--- src/c2pa_pkg.sv ---
`default_nettype none
package c2pa_pkg;

  // Defaults for the top-level parameters
  localparam int CORDIC_STEPS_DEF = 16;
  localparam int COORD_WIDTH_DEF  = 24;

  // Fraction bits added below the input LSB during the iterations
  localparam int GUARD_BITS = 8;

  // Result field widths
  localparam int RADIUS_W    = 24;
  localparam int ANGLE_W     = 16;
  localparam int PHASE_W     = 17;
  localparam int TURN_W      = 32;
  localparam int OUT_TDATA_W = 64;

  localparam logic [RADIUS_W-1:0] RADIUS_MAX = '1;
  localparam logic [TURN_W-1:0]   HALF_TURN  = 32'h8000_0000;
  localparam logic [TURN_W-1:0]   ANGLE_RND  = 32'h0000_8000;
  localparam logic [31:0]         INV_GAIN   = 32'h9B74_EDA8;

  // Exact axis angles in 1/65536 turn
  localparam logic [ANGLE_W-1:0] ANG_ZERO    = 16'd0;
  localparam logic [ANGLE_W-1:0] ANG_QUARTER = 16'd16384;
  localparam logic [ANGLE_W-1:0] ANG_HALF    = 16'd32768;
  localparam logic [ANGLE_W-1:0] ANG_3QUART  = 16'd49152;

  // atan(2^-i) in 1/2^32 turn
  localparam int ATAN_LEN = 24;
  localparam logic [TURN_W-1:0] ATAN_TURNS [0:ATAN_LEN-1] = '{
    32'h20000000, 32'h12E4051E, 32'h09FB385B, 32'h051111D4,
    32'h028B0D43, 32'h0145D7E1, 32'h00A2F61E, 32'h00517C55,
    32'h0028BE53, 32'h00145F2F, 32'h000A2F98, 32'h000517CC,
    32'h00028BE6, 32'h000145F3, 32'h0000A2F9, 32'h0000517C,
    32'h000028BE, 32'h0000145F, 32'h00000A2F, 32'h00000517,
    32'h0000028B, 32'h00000145, 32'h000000A2, 32'h00000051
  };

  // Zero and sign facts of one input vector, taken before the fold
  typedef struct packed {
    logic x_zero;
    logic x_neg;
    logic y_zero;
    logic y_neg;
  } axis_t;

  typedef struct packed {
    axis_t pos;
    axis_t vel;
  } axis_pair_t;

endpackage
`default_nettype wire

--- src/c2pa_stage.sv ---
`default_nettype none
module c2pa_stage
  import c2pa_pkg::*;
#(
  parameter int STEP = 0,
  parameter int XW   = COORD_WIDTH_DEF + GUARD_BITS + 3
) (
  input  logic                     clk,
  input  logic                     rst,
  input  logic                     en,
  input  logic                     in_valid,
  input  logic signed [XW-1:0]     in_pos_x,
  input  logic signed [XW-1:0]     in_pos_y,
  input  logic        [TURN_W-1:0] in_pos_z,
  input  logic signed [XW-1:0]     in_vel_x,
  input  logic signed [XW-1:0]     in_vel_y,
  input  logic        [TURN_W-1:0] in_vel_z,
  input  axis_pair_t               in_axis,
  output logic                     out_valid,
  output logic signed [XW-1:0]     out_pos_x,
  output logic signed [XW-1:0]     out_pos_y,
  output logic        [TURN_W-1:0] out_pos_z,
  output logic signed [XW-1:0]     out_vel_x,
  output logic signed [XW-1:0]     out_vel_y,
  output logic        [TURN_W-1:0] out_vel_z,
  output axis_pair_t               out_axis
);

  localparam logic [TURN_W-1:0] ATAN_STEP = ATAN_TURNS[STEP];

  logic signed [XW-1:0]     pos_x_next, pos_y_next, vel_x_next, vel_y_next;
  logic        [TURN_W-1:0] pos_z_next, vel_z_next;

  // One vectoring micro-rotation per vector: drive y toward zero
  always_comb begin
    if (in_pos_y[XW-1]) begin
      pos_x_next = in_pos_x - (in_pos_y >>> STEP);
      pos_y_next = in_pos_y + (in_pos_x >>> STEP);
      pos_z_next = in_pos_z - ATAN_STEP;
    end else begin
      pos_x_next = in_pos_x + (in_pos_y >>> STEP);
      pos_y_next = in_pos_y - (in_pos_x >>> STEP);
      pos_z_next = in_pos_z + ATAN_STEP;
    end
    if (in_vel_y[XW-1]) begin
      vel_x_next = in_vel_x - (in_vel_y >>> STEP);
      vel_y_next = in_vel_y + (in_vel_x >>> STEP);
      vel_z_next = in_vel_z - ATAN_STEP;
    end else begin
      vel_x_next = in_vel_x + (in_vel_y >>> STEP);
      vel_y_next = in_vel_y - (in_vel_x >>> STEP);
      vel_z_next = in_vel_z + ATAN_STEP;
    end
  end

  always_ff @(posedge clk) begin
    if (rst) begin
      out_valid <= 1'b0;
    end else if (en) begin
      out_valid <= in_valid;
    end
  end

  always_ff @(posedge clk) begin
    if (en) begin
      out_pos_x <= pos_x_next;
      out_pos_y <= pos_y_next;
      out_pos_z <= pos_z_next;
      out_vel_x <= vel_x_next;
      out_vel_y <= vel_y_next;
      out_vel_z <= vel_z_next;
      out_axis  <= in_axis;
    end
  end

endmodule
`default_nettype wire

--- config.mk ---
export PLATFORM = sky130hd
export DESIGN_NAME = c2pa_stage
export DESIGN_NICKNAME = d
export VERILOG_FILES = /design/src/c2pa_pkg.sv /design/src/c2pa_stage.sv
export SDC_FILE = /design/constraint.sdc
export NUM_CORES = 1
export LEC_CHECK = 0
export ABC_AREA = 1
export BUFFER_PORTS_ARGS = -buffer_cell sky130_fd_sc_hd__buf_2
export CAP_MARGIN = 20
export CORE_MARGIN = 4
export CORE_UTILIZATION = 53
export CTS_BUF_LIST = sky130_fd_sc_hd__clkbuf_8
export DETAILED_ROUTE_END_ITERATION = 8
export PLACE_DENSITY_LB_ADDON = 0.2
export SYNTH_ARGS = -nofsm -noshare
export SYNTH_HDL_FRONTEND = slang
export SYNTH_SLANG_ARGS = --single-unit
--- constraint.sdc ---
create_clock -name clk -period 3.8 [get_ports clk]
set_input_delay 0.95 -clock clk [delete_from_list [all_inputs] [get_ports clk]]
set_output_delay 0.95 -clock clk [all_outputs]
set_load 0.005 [all_outputs]
==> metrics.md <==
| Metric | Value |
|---|---|
| Worst hold path type | in2reg |
| Clk sink count | 211 |
| Hold WS | 0.5096 ns |
| Row count | 73 |
| Reg area | 6326 um^2 |
| CP peak stage delay | 0.62 ns |
| Critical Path RT | 4.17 ns |
| Post-synthesis sequential area ratio | 29.82% |
| Avg Cell Area, Syn | 6.752 um^2 |
| Largest area contributor in the netlist | edfxtp_1 |
| Die Width | 208.1 um |
| Post-Layout Cell Count | 4120 |
| Layout fillers | 3672 |
| Synthesis-to-finish area growth | 16.36% |
| Met3 routed wirelength | 10960 um |
| RSZ-0062 raised after global routing | false |
| Slew at the pin closest to its max-slew limit | 0.7443 ns |
| Synth Instances | 3142 |
| Worst path top cell family by delay | simple AND/OR/NAND/NOR gates |
| Clock transition at path regs | 0.08 ns |
| Slowest cell on the critical path | o21ai_1 |
| DRC Markers | 0 |
| Vias in the first global route | 22610 |
| Max clock buf depth | 3 |
| Fin util | 62.27% |
| Max frequency | 0.3171 GHz |
| Die height | 208.1 um |
| Post_cts resized | 0 |
| DR top layer | met5 |
| Max Cap Viol | 0 |
| Ys async rst share | 0% |
| Most frequent cell after synthesis | nand2_1 |
| First DRT Iteration DRCs | 3281 |
| Top_reg_cell synth | edfxtp_1 |
| Ratio of cells with drive above 1 in the final layout | 15.57% |
| Netlist Area Pre-Place | 21210 um^2 |
| Nets | 3991 |
| Final GP Congestion | 1.078 |
| Leakage | 0.01269 uW |
| WP data arrival | 3.52 ns |
| Final Cycle Share | 82.98% |
| CP cell instances | buf_2 -> inv_1 -> ha_1 -> nand2_1 -> nor2_1 -> a21oi_1 -> o21ai_1 -> nand2_1 -> nand2_1 -> nand2_1 -> nand3_1 -> nand2_1 |
| Peak supply drop | 0.2371 mV |
| Setup violations, final | 0 |
| Commonest cells post-synth | 868 x nand2_1, 462 x inv_1, 311 x nand3_1, 270 x nor2_1, 250 x a21oi_1 |
| CP Class | in2reg |
| Critical path's most frequent cell | nand2_1 |
| Post-placement cell count | 4048 |
| WL final | 90470 um |
| Slew Viols, Final | 0 |
| Final min period | 3.153 ns |
| Post-CTS Repair Setup Buffers | 0 |
| GRT Util Overall | 39.44% |
| Initial antenna violation count | 11 |
| Setup TNS | 0 ns |
| Max-slew headroom | 50.05% |
| Die ar. | 43290 um^2 |
| First drt pass iteration count | 6 |
| Final hold vios | 0 |
| Unique masters post-synth | 43 |
| Starting Density | 53.52% |
| Post-synth EDFFs | 210 |
| Ports | 429 |
| Largest net degree at the start of global routing | 81 |
| Max H-tree Level | 2 |
| Congestion Overflow GR | 0 |
| Nature of the critical path endpoint | register |
| Yosys Warn Count | 0 |
| CTS root buffer | clkbuf_8 |
| Worst skew pair latency | 0.59 ns |
| Clock skew | 0 ns |
| Max Fanout on Critical Path | 13 |
| IO buf count | 428 |
| Dominant cells by area after synthesis | edfxtp_1 30%, nand2_1 15%, ha_1 12%, inv_1 8.2%, nand3_1 7.3% |
| Antenna-violating nets left | 0 |
| Wire length on met2 | 38750 um |
| CTS tree | done |
| Flop and latch count out of synthesis | 211 |
| WP buf/inv | 2 |
| Vias | 24088 |
| Met1 wire length | 36100 um |
| Syn Nets | 3570 |
| First-pass GRT wire length | 133600 um |
| Crit path launch type | input port |
| Area of the multi-input gates | 12640 um^2 |
| WL/cell | 21.96 um |
| Vias per Instance | 5.847 |
| Hold buffer count at CTS | 0 |
| Synth top area share | 29.73% |
| Outcome | completed |
| Cell Pwr Density | 351.0 nW/um^2 |
| Detailed placement HPWL | 75260 um |
| TritonCTS Buffers | 38 |
| Core area | 39640 um^2 |
## where the power goes
| part | switching [uW] | internal (uW) |
|---|---|---|
| clock network | 1090 | 1220 |
| logic | 2270 | 1050 |
| registers | 109 | 2930 |
| total | 3460 | 5200 |
## kinds of logic (layout without fill, tap and decap cells)
family	count (synthesis)	after routing	share of synthesized area, %
buf+inv	559	1007	10.60
fa+ha+maj	212	212	12.79
other cells	0	5	0
xor+xnor	60	60	2.477
compound gates	536	536	13.52
flops	211	211	29.82
simple gates	1563	1563	30.75
mux	1	1	0.04719
## area by class of cell
cell class	instances	area share, %
diodes	5	0.05069
clock buffers	38	2.119
clock inverters	29	0.9783
inverters	469	7.132
multi-input cells	2372	51.20
flip-flops and latches	211	25.63
well taps	525	2.661
repair buffers	471	10.23
## registers in the layout, indices dropped and copies added, names as in the netlist
name / flops
out_pos_y: 35
out_vel_x: 35
out_pos_x: 34
out_vel_y: 34
out_pos_z: 32
out_vel_z: 32
out_axis: 8
out_valid: 1
## layer usage
layer  track usage [%]  vias up
met3             9.394      265
met5                 0        -
li1                  -    11079
met2             61.17     1644
met4             16.35        2
met1             53.20    11098
## worst paths after layout
| check | start | end | slack, ns | cells after the start |
|---|---|---|---|---|
| worst min-delay path | in_pos_z[4] | out_pos_z[4]$_DFFE_PP_ | 0.51 | 1 |
| worst max-delay path | in_vel_x[4] | out_vel_y[22]$_DFFE_PP_ | 0.65 | 12 |
| worst max register to register | out_valid$_SDFFE_PP0P_ | out_valid$_SDFFE_PP0P_ | 3.14 | 2 |
| worst min register to register | out_valid$_SDFFE_PP0P_ | out_valid$_SDFFE_PP0P_ | 0.59 | 2 |
## stage by stage
stage | area, um^2 | total power [uW] | worst slack (ns)
after floorplan | 21210 | 4874 | 1.140
after global placement | 23910 | 6203 | 0.1765
after detailed placement | 23910 | 6254 | 0.1263
after CTS | 24670 | 8567 | 0.7892
after global routing | 24680 | 9056 | 0.4917
final | 24680 | 8665 | 0.6467
## layout by cell type (no fill, tap or decap), types with 30 or more instances in the layout
cell type and count:
buf_2 427, o21ai_0 193, o21bai_1 30, clkbuf_8 38, edfxtp_1 210, inv_1 472
a21oi_1 250, ha_1 204, xor2_1 58, nand2_1 868, nor2_1 270, buf_4 39
nor3_1 43, nand3_1 311
Note: power is estimated with default switching activity, not from simulation.
